<file path="src/design/tcrc_pkg.sv">
// Shared types and constants of the typed client registry cursor unit.
`timescale 1ns / 1ps

package tcrc_pkg;

  localparam int KEY_PORT_W = 64;
  localparam int IDX_OUT_W  = 4;
  localparam int CUR_OUT_W  = 5;

  typedef enum logic [1:0] {
    CMD_REGISTER = 2'd0,
    CMD_STEP     = 2'd1,
    CMD_RESET    = 2'd2
  } cmd_t;

  typedef enum logic [1:0] {
    ST_OK      = 2'd0,
    ST_FULL    = 2'd1,
    ST_NO_TYPE = 2'd2
  } status_t;

  // Commands from the controller to the datapath.
  typedef struct packed {
    logic load;
    logic look;
    logic walk;
    logic append;
    logic take_match;
    logic set_full;
    logic set_no_type;
    logic clear_cursor;
    logic emit;
  } ctl_t;

  // Status from the datapath to the controller.
  typedef struct packed {
    logic look_hit;
    logic look_done;
    logic full;
    logic want_present;
    logic walk_match;
  } sts_t;

endpackage

</file>
<file path="src/design/tcrc_controller.sv">
// Controller: sequences lookup, append and walk, and owns the result valid flag.
`timescale 1ns / 1ps

module tcrc_controller import tcrc_pkg::*; (
  input  logic       clk,
  input  logic       rst,
  input  logic       in_valid,
  output logic       in_ready,
  input  logic [1:0] in_command,
  output logic       out_valid,
  input  logic       out_ready,
  output ctl_t       ctl,
  input  sts_t       sts
);

  typedef enum logic [4:0] {
    S_IDLE   = 5'b00001,
    S_LOOK   = 5'b00010,
    S_APPEND = 5'b00100,
    S_WALK   = 5'b01000,
    S_FIN    = 5'b10000
  } state_t;

  state_t state;
  state_t state_next;

  // Take no request while reset is held.
  assign in_ready = (state == S_IDLE) && !rst;

  always_comb begin
    ctl        = '0;
    state_next = state;
    unique case (state)
      S_IDLE: begin
        if (in_valid && in_ready) begin
          ctl.load = 1'b1;
          unique case (in_command)
            CMD_REGISTER: state_next = S_LOOK;
            CMD_STEP:     state_next = S_WALK;
            CMD_RESET: begin
              ctl.clear_cursor = 1'b1;
              state_next       = S_FIN;
            end
            default:      state_next = S_FIN;
          endcase
        end
      end
      S_LOOK: begin
        ctl.look = 1'b1;
        if (sts.look_hit) begin
          state_next = S_FIN;
        end else if (sts.look_done) begin
          if (sts.full) begin
            ctl.set_full = 1'b1;
            state_next   = S_FIN;
          end else begin
            state_next = S_APPEND;
          end
        end
      end
      S_APPEND: begin
        ctl.append = 1'b1;
        state_next = S_FIN;
      end
      S_WALK: begin
        if (!sts.want_present) begin
          ctl.set_no_type = 1'b1;
          state_next      = S_FIN;
        end else begin
          ctl.walk = 1'b1;
          if (sts.walk_match) begin
            ctl.take_match = 1'b1;
            state_next     = S_FIN;
          end
        end
      end
      S_FIN: begin
        // Hold the result until the output register is free.
        if (!out_valid || out_ready) begin
          ctl.emit   = 1'b1;
          state_next = S_IDLE;
        end
      end
      default: state_next = S_IDLE;
    endcase
  end

  always_ff @(posedge clk) begin
    if (rst) begin
      state     <= S_IDLE;
      out_valid <= 1'b0;
    end else begin
      state <= state_next;
      if (ctl.emit) begin
        out_valid <= 1'b1;
      end else if (out_ready) begin
        out_valid <= 1'b0;
      end
    end
  end

`ifndef SYNTHESIS
  a_busy_after_accept: assert property (@(posedge clk) disable iff (rst)
    (in_valid && in_ready) |=> !in_ready)
    else $error("request accepted while a previous one is in progress");

  a_no_result_overwrite: assert property (@(posedge clk) disable iff (rst)
    ctl.emit |-> (!out_valid || out_ready))
    else $error("result register overwritten before it was taken");

  a_append_not_full: assert property (@(posedge clk) disable iff (rst)
    ctl.append |-> !sts.full)
    else $error("append into a full table");

  a_match_ends_walk: assert property (@(posedge clk) disable iff (rst)
    ctl.take_match |=> (state == S_FIN))
    else $error("walk did not finish on a matching entry");
`endif

endmodule
</file>
<file path="config.mk">
export PLATFORM = sky130hd
export DESIGN_NAME = tcrc_controller
export DESIGN_NICKNAME = d
export VERILOG_FILES = /design/src/design/tcrc_pkg.sv /design/src/design/tcrc_controller.sv
export SDC_FILE = /design/constraint.sdc
export NUM_CORES = 1
export LEC_CHECK = 0
export ABC_CLOCK_PERIOD_IN_PS = 3920
export BUFFER_PORTS_ARGS = -buffer_cell sky130_fd_sc_hd__buf_4
export CORE_AREA = 2 2 39 41
export DETAILED_ROUTE_END_ITERATION = 8
export DIE_AREA = 0 0 41 43
export PLACE_DENSITY = 0.65
export SYNTH_ARGS = -nofsm -noshare
export SYNTH_HDL_FRONTEND = slang
export SYNTH_SLANG_ARGS = --single-unit
</file>
<file path="constraint.sdc">
create_clock -name clk -period 3.92 [get_ports clk]
set_input_delay 0.784 -clock clk [delete_from_list [all_inputs] [get_ports clk]]
set_output_delay 0.784 -clock clk [all_outputs]
set_load 0.01 [all_outputs]
</file>
==> impl_metrics.py <==
metrics = {
    "run_status": {
        "run_status": "finished, final reports clean",
    },
    "power": {
        "pwr-share-seq_pct": 38.0,
        "p_comb_share_pct": 33.7,
        "p_int_mw": 0.135,
        "p_sw_share_pct": 30.4,
        "p_per_area_nw_per_um2": 305,
        "pwr-share-clk_pct": 28.3,
        "p_sw_mw": 0.0591,
        "power_leakage_nw": 0.303,
        "vdd_drop_max_mv": 0.155,
    },
    "sta": {
        "setup_tns_ns": 0,
        "worst_slew_pin_slew_ns": 0.376,
        "finClkSkew_ns": 0.00164,
        "min_period_over_period_pct": 64.3,
        "relSlewSlack_pct": 74.7,
        "rsz0062_at_grt": "no",
        "fmax_mhz": 397,
        "finalCriticalPeriod_ns": 2.52,
        "finalSetupViolCount": 0,
        "hold_violations": 0,
        "drv_slew": 0,
    },
    "die": {
        "fp.dieW_um": 41,
        "start_util_pct": 31.6,
        "die_y_um": 43,
        "rows": 14,
        "dieArea_um2": 1760,
        "boundaryPins": 22,
        "core_area_um2": 1380,
    },
    "global_routing": {
        "grt_pass1_wl_um": 1740,
        "use_met2_pct": 20.3,
        "track_usage_pct": 14.2,
        "grt-ovfl-total": 0,
        "use_met1_pct": 17.8,
        "top_usage_layer": "met2",
        "grt_pass1_vias": 487,
        "grt_start_max_net_pins": 8,
        "grtUsageMet3_pct": 3.14,
        "antenna_found_initial": 0,
    },
    "yosys": {
        "syn_area_um2": 437,
        "ys.flop_type": "dfxtp_1",
        "ys_seq_area_share_pct": 27.5,
        "synth_seq_cells": 6,
        "synth_top_area_share_pct": 27.5,
        "yosys-top-cells-area": "dfxtp_1 (28%), nor2_1 (7.7%), and4bb_2 (5.7%)",
        "yosysTopAreaCell": "dfxtp_1",
        "synthCells": 54,
        "async_reset_ff_share_pct": 0,
        "yosys_warnings": 0,
        "synth_cell_types": 28,
        "syn_nets": 65,
        "avgSynthCellArea_um2": 8.09,
        "synth-edff-count": 0,
    },
    "place": {
        "routabilityCongestion": 0.815,
        "hpwl_um": 844,
        "port_buffers": 21,
    },
    "critical_path": {
        "cp.depth": 5,
        "reg2reg_to": "state[4]",
        "cp_cell_sequence": "or3_4, nor3_4, and2_4, and3b_1, buf_4",
        "worstPathRequired_ns": 3.14,
        "rrSetupSlack_ns": 2.42,
        "cp_slowest_cell": "or3_4",
        "worstRegToRegCells": 4,
        "worstPathMaxFanout": 7,
        "slowest_delay_ns": 0.44,
        "r2r_start": "state[1]",
        "critPathCaptureType": "output pin",
        "worstSetupPathType": "reg -> out",
        "worst-path-buf-inv": 1,
        "start_kind": "flip-flop",
        "cp.arrival_ns": 1.74,
        "cpLargestDelayFamily": "simple AND/OR/NAND/NOR gates",
    },
    "worst_hold_path": {
        "hold_path.class": "reg -> reg",
        "whs_path_depth": 2,
        "hold_start": "out_valid",
        "min_to": "out_valid",
    },
    "layout": {
        "area_growth_pct": 45.8,
        "drive_gt1_share_pct": 39.7,
        "fin_nets": 91,
        "layout_commonest_cell": "buf_4",
        "postLayoutCoreUtil_pct": 46.0,
        "final_cell_mix": "buf_4 (21), nor2_1 (9), dfxtp_1 (6)",
        "antenna_cells": 0,
    },
    "cts": {
        "cts_buffers": 3,
        "clk_latency_ns": 0.24,
        "cts-htree-levels": 1,
        "cts_tree": "done",
        "clockBufferDepth": 2,
        "cts_setup_buffers": 0,
        "cts_hold_buf": 0,
        "cts_resized": 0,
        "cts_sinks": 6,
        "clk_pin_slew_worst_paths_ns": 0.04,
        "cts-root-buf": "clkbuf_4",
    },
    "detailed_routing": {
        "drc_errors": 0,
        "drtIter0Drc": 10,
        "wire_per_inst_um": 11.5,
        "drt-total-wl_um": 1080,
        "viasPerCell": 5.41,
        "num_vias": 509,
        "final_antenna_net_count": 0,
        "firstDrtPassIters": 4,
    },
    "flow_run": {
        "cap_violations": 0,
    },
}
[cell usage after synthesis, types with 2 or more instances]
cell type,instances
nand3b_1,2
inv_1,2
and4bb_2,2
nor2b_1,2
nand4_1,2
o22ai_1,2
nor4_1,2
dfxtp_1,6
nand3_1,2
and3_1,3
nor2_1,9
nand2_1,2
nor3_1,3
[through the flow]
stage / hold slack, ns / cells / setup slack (ns) / total power, mW / area, µm²
2_1_floorplan: 0.515 / 54 / 1.70 / 0.115 / 437
3_3_place_gp: 0.504 / 91 / 1.56 / 0.140 / 614
3_5_place_dp: 0.508 / 91 / 1.52 / 0.140 / 614
4_1_cts: 0.515 / 94 / 1.40 / 0.196 / 637
5_1_grt: 0.558 / 94 / 1.31 / 0.208 / 637
6_report: 0.511 / 94 / 1.40 / 0.194 / 637
[logic make-up after synthesis]
group	after synthesis	share of synthesized area, %
AOI/OAI and AO/OA	8	14.6
xor gates and xnor gates	1	2.01
DFF	6	27.5
and+or+nand+nor	37	54.2
buffers and inverters	2	1.72
[worst reg2reg max path: cells and delay by family (launching register included)]
family	cells	cell delay (ns)
and+or+nand+nor	2	0.58
DFF	1	0.37
AOI/OAI and AO/OA	2	0.42
[power by group through the flow]
stage	logic, mW	registers, mW	clock network (mW)
finish	0.0655	0.0738	0.0551
global route	0.0719	0.0749	0.0611
CTS	0.0657	0.0736	0.0572
detailed placement	0.0651	0.0748	0
global placement	0.0651	0.0749	0
floorplan	0.0419	0.0732	0
[per-layer routing]
layer  vias to the layer above  routed length, µm
li1                        256                  -
met1                       223                476
met2                        23                501
met3                         7                 70
met4                         0                 30
met5                         -                  0
[worst max-delay path by stage]
stage | from | to | slack, ns
floorplan | rst | ctl[1] | 1.70
global placement | rst | ctl[1] | 1.56
detailed placement | rst | ctl[1] | 1.52
CTS | state[1] | ctl[1] | 1.40
global route | state[1] | ctl[1] | 1.31
finish | state[1] | ctl[1] | 1.40
[cell type report]
type                    count  area [µm²]
flip-flops and latches      6         120
fillers                   141         747
clock buffers               3        22.5
multi-input cells          46         309
inverters                   2        7.51
well taps                  16        20.0
repair buffers             21         158
[flip-flops by register name (all words and copies together) (netlist names)]
| name | count |
|---|---|
| out_valid | 1 |
| state | 5 |
Power figures use the tool's default switching activity.
