**src/design/tcrc_pkg.sv**
```systemverilog
// Shared types and constants of the typed client registry cursor unit.
`timescale 1ns / 1ps

package tcrc_pkg;

  localparam int KEY_PORT_W = 64;
  localparam int IDX_OUT_W  = 4;
  localparam int CUR_OUT_W  = 5;

  typedef enum logic [1:0] {
    CMD_REGISTER = 2'd0,
    CMD_STEP     = 2'd1,
    CMD_RESET    = 2'd2
  } cmd_t;

  typedef enum logic [1:0] {
    ST_OK      = 2'd0,
    ST_FULL    = 2'd1,
    ST_NO_TYPE = 2'd2
  } status_t;

  // Commands from the controller to the datapath.
  typedef struct packed {
    logic load;
    logic look;
    logic walk;
    logic append;
    logic take_match;
    logic set_full;
    logic set_no_type;
    logic clear_cursor;
    logic emit;
  } ctl_t;

  // Status from the datapath to the controller.
  typedef struct packed {
    logic look_hit;
    logic look_done;
    logic full;
    logic want_present;
    logic walk_match;
  } sts_t;

endpackage

```
**src/design/tcrc_datapath.sv**
```systemverilog
// Datapath: client table, scan pipeline, cursor and pointer registers, result register.
`timescale 1ns / 1ps

module tcrc_datapath import tcrc_pkg::*; #(
  parameter int TABLE_ENTRIES = 16,
  parameter int KEY_BITS      = 64
) (
  input  logic                  clk,
  input  logic                  rst,
  input  ctl_t                  ctl,
  output sts_t                  sts,
  input  logic [1:0]            in_command,
  input  logic [KEY_PORT_W-1:0] in_key,
  input  logic                  in_is_train,
  input  logic                  in_step_backward,
  output logic                  added,
  output logic [IDX_OUT_W-1:0]  current_train_index,
  output logic [IDX_OUT_W-1:0]  current_switch_index,
  output logic [CUR_OUT_W-1:0]  cursor_index,
  output logic                  has_clients,
  output logic                  can_fetch_next,
  output logic [1:0]            status
);

  localparam int IDX_W = $clog2(TABLE_ENTRIES);
  localparam int CW    = IDX_W + 1;

  logic [KEY_BITS-1:0] key_mem [TABLE_ENTRIES];
  logic                train_mem [TABLE_ENTRIES];

  logic [KEY_BITS-1:0] req_key;
  logic                req_train;
  logic                req_back;

  logic [CW-1:0]       count;
  logic [CW-1:0]       cursor;      // all ones means none
  logic [IDX_W-1:0]    train_ptr;
  logic [IDX_W-1:0]    switch_ptr;
  logic                has_train;
  logic                has_switch;

  logic [CW-1:0]       pos;
  logic                cmp_valid;
  logic [IDX_W-1:0]    cmp_idx;
  logic [KEY_BITS-1:0] rd_key;
  logic                rd_train;

  logic                added_r;
  status_t             status_r;

  logic                look_issue;
  logic [CW-1:0]       pos_inc;
  logic [CW-1:0]       walk_next;
  logic [IDX_W-1:0]    rd_addr;
  logic [CW+CUR_OUT_W-1:0] cursor_ext;
  logic [IDX_W+IDX_OUT_W-1:0] train_ext;
  logic [IDX_W+IDX_OUT_W-1:0] switch_ext;

  always_comb begin
    look_issue = pos < count;
    pos_inc    = pos + CW'(1);
    // Wrap over the filled entries; the none position counts as just before entry 0.
    if (!req_back) begin
      walk_next = (pos_inc >= count) ? '0 : pos_inc;
    end else if (pos[CW-1] || pos == '0) begin
      walk_next = count - CW'(1);
    end else begin
      walk_next = pos - CW'(1);
    end
    rd_addr = ctl.walk ? walk_next[IDX_W-1:0] : pos[IDX_W-1:0];
  end

  assign sts.look_hit     = cmp_valid && (rd_key == req_key);
  assign sts.look_done    = !look_issue && !cmp_valid;
  assign sts.full         = count == CW'(TABLE_ENTRIES);
  assign sts.want_present = req_train ? has_train : has_switch;
  assign sts.walk_match   = cmp_valid && (rd_train == req_train);

  always_ff @(posedge clk) begin
    if (rst) begin
      count      <= '0;
      cursor     <= '1;
      train_ptr  <= '0;
      switch_ptr <= '0;
      has_train  <= 1'b0;
      has_switch <= 1'b0;
      cmp_valid  <= 1'b0;
    end else begin
      if (ctl.load) begin
        cmp_valid <= 1'b0;
      end else if (ctl.look) begin
        cmp_valid <= look_issue;
      end else if (ctl.walk) begin
        cmp_valid <= 1'b1;
      end
      if (ctl.clear_cursor) begin
        cursor <= '1;
      end
      if (ctl.append) begin
        count <= count + CW'(1);
        if (req_train) begin
          has_train <= 1'b1;
        end else begin
          has_switch <= 1'b1;
        end
        // The first client ever added becomes current and takes the cursor.
        if (count == '0) begin
          cursor <= '0;
          if (req_train) begin
            train_ptr <= '0;
          end else begin
            switch_ptr <= '0;
          end
        end
      end
      if (ctl.take_match) begin
        cursor <= {1'b0, cmp_idx};
        if (req_train) begin
          train_ptr <= cmp_idx;
        end else begin
          switch_ptr <= cmp_idx;
        end
      end
    end
  end

  always_ff @(posedge clk) begin
    if (ctl.load) begin
      req_key   <= in_key[KEY_BITS-1:0];
      req_train <= in_is_train;
      req_back  <= in_step_backward;
      pos       <= (in_command == CMD_STEP) ? cursor : '0;
      added_r   <= 1'b0;
      status_r  <= ST_OK;
    end else begin
      if (ctl.look && look_issue) begin
        pos <= pos_inc;
      end else if (ctl.walk) begin
        pos <= walk_next;
      end
      if (ctl.append) begin
        added_r <= 1'b1;
      end
      if (ctl.set_full) begin
        status_r <= ST_FULL;
      end
      if (ctl.set_no_type) begin
        status_r <= ST_NO_TYPE;
      end
    end
  end

  always_ff @(posedge clk) begin
    if (ctl.append) begin
      key_mem[count[IDX_W-1:0]]   <= req_key;
      train_mem[count[IDX_W-1:0]] <= req_train;
    end
    rd_key   <= key_mem[rd_addr];
    rd_train <= train_mem[rd_addr];
    cmp_idx  <= rd_addr;
  end

  assign cursor_ext = {{CUR_OUT_W{cursor[CW-1]}}, cursor};
  assign train_ext  = {{IDX_OUT_W{1'b0}}, train_ptr};
  assign switch_ext = {{IDX_OUT_W{1'b0}}, switch_ptr};

  always_ff @(posedge clk) begin
    if (ctl.emit) begin
      added                <= added_r;
      current_train_index  <= train_ext[IDX_OUT_W-1:0];
      current_switch_index <= switch_ext[IDX_OUT_W-1:0];
      cursor_index         <= cursor_ext[CUR_OUT_W-1:0];
      has_clients          <= !cursor[CW-1];
      can_fetch_next       <= cursor[CW-1] || (cursor < count);
      status               <= status_r;
    end
  end

endmodule

```
**config.mk**
```make
export PLATFORM = sky130hd
export DESIGN_NAME = tcrc_datapath
export DESIGN_NICKNAME = d
export VERILOG_FILES = /design/src/design/tcrc_pkg.sv /design/src/design/tcrc_datapath.sv
export SDC_FILE = /design/constraint.sdc
export NUM_CORES = 1
export LEC_CHECK = 0
export BUFFER_PORTS_ARGS = -buffer_cell sky130_fd_sc_hd__buf_2
export CORE_MARGIN = 3
export CORE_UTILIZATION = 56
export DETAILED_ROUTE_END_ITERATION = 6
export GPL_ROUTABILITY_DRIVEN = 0
export PLACE_DENSITY = 0.75
export SLEW_MARGIN = 20
export SYNTH_ARGS = -nofsm -noshare
export SYNTH_HDL_FRONTEND = slang
export SYNTH_SLANG_ARGS = --single-unit
```
**constraint.sdc**
```tcl
create_clock -name clk -period 7.1 [get_ports clk]
set_input_delay 1.42 -clock clk [delete_from_list [all_inputs] [get_ports clk]]
set_output_delay 1.42 -clock clk [all_outputs]
set_load 0.05 [all_outputs]
```
==> flow_summary.json, run 1 <==
{
  "grt_max_degree": 216,
  "drtIter0Drc": 3847,
  "post_cts_buffers": 0,
  "vias": 28498,
  "synthesis.nets": 3274,
  "async_flop_share_pct": 0,
  "synth-edff-count": 1129,
  "worst_slack_ns": 1.44,
  "final_cell_mix": "1,129 x edfxtp_1, 531 x a21oi_1, 470 x nand2_1",
  "hold_viol": 0,
  "slew_viol_final": 0,
  "netlist.area_leader.share_pct": 72.6,
  "crit_path_start_kind": "flip-flop",
  "power_density_nw_per_um2": 411,
  "cts_buffers": 115,
  "cts_resized": 0,
  "fin_hold_ws_ns": 0.436,
  "synth_seq_cells": 1222,
  "finalSetupViolCount": 0,
  "yosysTopAreaCell": "edfxtp_1",
  "synthCells": 3174,
  "nets": 3324,
  "rows": 105,
  "drc": 0,
  "vias_per_cell": 6.48,
  "dr.pass1.iters": 7,
  "die_x_um": 295,
  "path_max_fanout": 17,
  "fin_skew_ns": 0.0248,
  "fmax_ghz": 0.177,
  "cts_root_buffer": "clkbuf_16",
  "maxCapViolCount": 0,
  "yosysSeqAreaShare_pct": 76.6,
  "final.min_clock_period_ns": 5.66,
  "reg2reg_from": "pos[0]$_DFFE_PP_",
  "cts_tree": "yes",
  "pre_cts_ws_ns": 2.30,
  "clkTransAtPathRegs_ns": 0.06,
  "port_buffers": 101,
  "grt_pass1_vias": 28528,
  "ys_types": 54,
  "post-route-period-util_pct": 79.8,
  "ir_drop_mv": 0.939,
  "worstPathArrival_ns": 4.24,
  "grt_use_total_pct": 26.5,
  "hpwl_um": 57300,
  "clkSinkCount": 1222,
  "routedWlPerCell_um": 26.4,
  "postLayoutCoreUtil_pct": 62.9,
  "yosys_warnings": 0,
  "outcome": "finished clean",
  "cts.htree.levels": 3,
  "ant_nets": 0,
  "core_um2": 82400,
  "critPathRequiredTime_ns": 5.68,
  "cp-end-kind": "output pin",
  "critPathLaunch": "req_key[25]$_DFFE_PP_",
  "rsz0062_at_grt": "no",
  "cts-hold-fix-buffers": 0,
  "worstMarginPinSlew_ns": 1.18,
  "io_pins": 102,
  "hold_path_class": "reg2reg",
  "clockBufferDepth": 3,
  "finalPower_w": 0.0213,
  "syn_area_per_cell_um2": 14.7,
  "grt_antenna_before_repair": 2,
  "gr-total-overflow": 0,
  "dieArea_um2": 86900,
  "synthFlopType": "edfxtp_1",
  "grt_pass1_wl_um": 173000,
  "clock_latency_ns": 0.68,
  "min_from": "status_r[0]$_SDFFE_PP0P_",
  "final_common_cell": "edfxtp_1",
  "syn-cell-area_um2": 46700,
  "critPathKind": "reg2out",
  "initial_core_util_pct": 56.7,
  "synth_area_leaders": "edfxtp_1 73%, a21oi_1 5.7%, dfxtp_1 4.0%, nand2_1 3.8%, a22o_1 2.5%",
  "p_leak_nw": 18.1,
  "drive_gt1_share_pct": 10.2,
  "die_y_um": 295,
  "stdcell_count": 4397,
  "slew_headroom_pct": 20.5,
  "areaGrowthSynthToFinish_pct": 10.9,
  "placed_cells": 4177,
  "routed_wl_um": 116000
}
-- critical path, stage by stage (launching register included) --
cell and delay (ns):
edfxtp_1 0.59, xnor2_1 0.62, nand4_1 0.30, nor2_1 0.24, nand4_1 0.13, a2111o_1 0.36, nor4_1 0.90, buf_2 0.43
-- cells by family after synthesis --
kind of cell,count (synthesis),synth area share (%)
and+or+nand+nor,566,4.86
muxes,7,0.153
DFF,1222,76.6
adders and majority gates,21,0.563
buffers and inverters,253,2.41
AOI/OAI and AO/OA,1053,14.5
xor gates and xnor gates,52,0.975
-- registers in the layout, summed over array words and instances, names as in the netlist, 5 cells and up --
signal        flops
key_mem        1024
train_mem        16
cursor_index      5
req_key          64
count             5
pos               5
cursor            5
rd_key           64
-- synthesized netlist by cell type, types with 12 or more instances --
| cell type | count |
|---|---|
| clkbuf_1 | 69 |
| a21oi_1 | 531 |
| a211oi_1 | 67 |
| a22o_1 | 131 |
| o22ai_1 | 73 |
| xor2_1 | 18 |
| o21ai_0 | 12 |
| a21o_1 | 68 |
| buf_2 | 118 |
| dfxtp_1 | 93 |
| nand2_1 | 472 |
| inv_1 | 42 |
| a22oi_1 | 67 |
| buf_1 | 14 |
| nor2_1 | 34 |
| edfxtp_1 | 1129 |
| a211o_1 | 65 |
| ha_1 | 21 |
| xnor2_1 | 34 |
-- cell type report --
cell class	count	area [um2]
Sequential cell	1222	35800
Fill cell	5692	30600
Multi-Input combinational cell	1699	9920
Clock buffer	166	3280
Tap cell	1070	1340
Timing Repair Buffer	141	883
Clock inverter	52	424
Inverter	45	184
Antenna cell	2	5.00
-- metrics by stage --
stage               area (um2)  TNS [ns]
global placement         48100         0
CTS                      51800         0
detailed placement       48100         0
floorplan                46700    -29.28
global route             51800         0
finish                   51800         0
-- final timing paths --
path                         endpoint  slack [ns]  cells past startpoint
setup reg to reg   rd_key[26]$_DFF_P_        2.40                     15
hold reg to reg   status[0]$_DFFE_PP_        0.44                      0
hold / removal    status[0]$_DFFE_PP_        0.44                      0
setup / recovery               sts[4]        1.44                      7
-- per-layer routing --
| layer | global-route usage (%) | part of all wire [%] | vias up | wire, um |
|---|---|---|---|---|
| li1 | - | - | 12266 | - |
| met1 | 35.7 | 38 | 14346 | 43900 |
| met2 | 43.3 | 49 | 1596 | 56600 |
| met3 | 4.61 | 9.7 | 288 | 11300 |
| met4 | 11.1 | 3.8 | 2 | 4450 |
| met5 | 0 | 0.0069 | - | 8 |
-- report_power, final --
| part | total (W) | switching (W) | internal, W |
|---|---|---|---|
| clock | 0.00598 | 0.00258 | 0.00339 |
| combinational | 0.00668 | 0.00429 | 0.00239 |
| sequential | 0.00865 | 0.000329 | 0.00832 |
Note: power is estimated with default switching activity, not from simulation.
==> run 2: changes to the inputs <==
==> constraint.sdc (replaced) <==
create_clock -name clk -period 5.2 [get_ports clk]
set_input_delay 1.04 -clock clk [delete_from_list [all_inputs] [get_ports clk]]
set_output_delay 1.04 -clock clk [all_outputs]
set_load 0.05 [all_outputs]
==> run 2 against run 1 <==
  * Final cell count increased by 0.34%
  * Setup slack got worse by 0.70 ns
  * Non-clock buffer count increased by 10
  * Combinational power up 38%
  * Sequential cell count unchanged
  * Die area unchanged
  * Global-route usage shrank 0.15 points
  * Count of clock-buffer cells in the layout decreased by 13
  * Clock skew hardly changed
  * Via count down 0.26%
  * Core utilization is 0.88 points higher
==> flow_summary.json, run 2 (synthesized netlist as in run 1, its figures left out) <==
{
  "outcome": "finished clean",
  "finalSetupViolCount": 0,
  "vias": 28425,
  "cts.htree.levels": 3,
  "placed_area_um2": 48400,
  "crit_slowest_cell": "nor4_1",
  "routed_wl_um": 115000,
  "tns_ns": 0,
  "initial_core_util_pct": 56.7,
  "reg2reg_depth": 14,
  "grt_max_degree": 215,
  "areaGrowthSynthToFinish_pct": 12.5,
  "power_frac_clock_pct": 29.8,
  "combPwrFrac_pct": 30.8,
  "drtIter0Drc": 3489,
  "io_pins": 102,
  "rows": 105,
  "clockBufferDepth": 3,
  "maxCapViolCount": 0,
  "nFillCells": 5545,
  "p_leak_nw": 18.4,
  "sw_frac_of_total_pct": 33.0,
  "routedWlPerCell_um": 26.2,
  "hold_path_class": "reg2reg",
  "ant_nets": 0,
  "drive_gt1_share_pct": 11.1,
  "die_x_um": 295,
  "largest_register_ffs": 1024,
  "rsz0062_at_grt": "no",
  "nets": 3336,
  "grt_use_total_pct": 26.4,
  "reg2reg_from": "pos[0]$_DFFE_PP_",
  "fmax_ghz": 0.224,
  "clock_latency_ns": 0.69,
  "path_max_fanout": 17,
  "path_cells": "xor2_1 > nor4_1 > nand3_1 > nor4_1 > buf_4 > buf_2",
  "final_cell_mix": "1,129 x edfxtp_1, 531 x a21oi_1, 470 x nand2_1",
  "grt_antenna_before_repair": 3,
  "vias_per_cell": 6.44,
  "final.min_clock_period_ns": 4.46,
  "multi_input_area_um2": 9920,
  "cts_resized": 0,
  "cts-hold-fix-buffers": 0,
  "holdPathEnd": "status[1]$_DFFE_PP_",
  "hold_viol": 0,
  "dr.pass1.iters": 5,
  "power_density_nw_per_um2": 571,
  "drc": 0,
  "post-route-period-util_pct": 85.7,
  "hpwl_um": 57800,
  "cts_buffers": 117,
  "critPathRequiredTime_ns": 4.16,
  "min_from": "status_r[1]$_SDFFE_PP0P_",
  "worstPathArrival_ns": 3.42,
  "cp-end-kind": "output pin",
  "reg2reg_slack_ns": 0.96,
  "fin_skew_ns": 0.0247,
  "slew_viol_final": 0,
  "reg2reg_to": "rd_key[36]$_DFF_P_",
  "post_cts_buffers": 0,
  "worstMarginPinSlew_ns": 1.12,
  "port_buffers": 101,
  "ir_drop_mv": 0.662,
  "core_um2": 82400,
  "cp_common_cell": "nor4_1",
  "die_y_um": 295,
  "grt_pass1_wl_um": 172000,
  "p_switching_w": 0.00989,
  "clkTransAtPathRegs_ns": 0.06,
  "dieArea_um2": 86900,
  "grt_pass1_vias": 27944,
  "critPathKind": "reg2out",
  "gr-total-overflow": 0,
  "final_common_cell": "edfxtp_1",
  "cts_root_buffer": "clkbuf_16",
  "seq_power_share_pct": 39.4,
  "cts_tree": "yes",
  "seq_area_um2": 35800,
  "max_stage_delay_ns": 0.77,
  "clkSinkCount": 1222,
  "fin_area_um2": 52500,
  "intPower_w": 0.0201,
  "slew_headroom_pct": 25.2,
  "crit_path_start_kind": "flip-flop",
  "min_delay_path_depth": 0
}
## run 2: cell count changes in the layout (fill, tap and decap cells not counted), sizes merged
cell | before | now
inv | 47 | 53
clkinvlp | 2 | 6
clkinv | 43 | 36
buf | 141 | 151
bufinv | 5 | 20
clkbuf | 166 | 153
## run 2: cell type report
| cell class | count | share of cell area [%] |
|---|---|---|
| clock buffers | 153 | 6.16 |
| flip-flops and latches | 1222 | 68.1 |
| multi-input cells | 1699 | 18.9 |
| clock inverters | 70 | 1.69 |
| well taps | 1070 | 2.55 |
| inverters | 45 | 0.350 |
| repair buffers | 151 | 2.28 |
| diodes | 2 | 0.00953 |
## run 2: worst max-delay path: cells and delay by family, from the launching register on
kind	cells	cell delay [ns]
and+or+nand+nor	3	1.32
xor gates and xnor gates	1	0.25
buffers and inverters	2	0.47
DFF	1	0.68
## run 2: worst max-delay path by stage
stage                                startpoint                 endpoint  slack [ns]  cells after the start
after detailed placement       pos[0]$_DFFE_PP_       rd_key[38]$_DFF_P_        1.09                     14
after global placement         pos[1]$_DFFE_PP_       rd_key[59]$_DFF_P_        1.26                     13
after floorplan                          ctl[5]  key_mem[5][0]$_DFFE_PP_       -1.67                      3
final                     req_key[12]$_DFFE_PP_                   sts[4]        0.74                      6
after global routing      req_key[21]$_DFFE_PP_                   sts[4]        0.60                      8
after CTS                 req_key[30]$_DFFE_PP_                   sts[4]        0.74                      8
## run 2: metal layers
metal	track usage, %	vias to the layer above	part of all wire (%)
li1	-	12302	-
met1	35.2	14237	38
met2	43.5	1623	49
met3	5.11	261	9.6
met4	9.81	2	3.3
met5	0	-	0.012
## run 2: power groups by stage
stage	clock network [W]	logic, W	registers [W]
3_5_place_dp	0	0.00905	0.0120
5_1_grt	0.00943	0.00996	0.0119
6_report	0.00895	0.00923	0.0118
3_3_place_gp	0	0.00867	0.0120
4_1_cts	0.00903	0.00914	0.0118
2_1_floorplan	0	0.00660	0.0119
## run 2: through the flow
| step | hold slack, ns | total power [W] | setup WS [ns] | cells | util (%) |
|---|---|---|---|---|---|
| after floorplan | 0.409 | 0.0185 | -1.67 | 3174 | - |
| after global placement | 0.414 | 0.0206 | 1.26 | 4187 | 58.8 |
| after detailed placement | 0.417 | 0.0211 | 1.09 | 4187 | 58.8 |
| after CTS | 0.429 | 0.0300 | 0.742 | 4410 | 63.8 |
| after global routing | 0.438 | 0.0313 | 0.597 | 4410 | 63.8 |
| final | 0.430 | 0.0300 | 0.741 | 4412 | 63.8 |
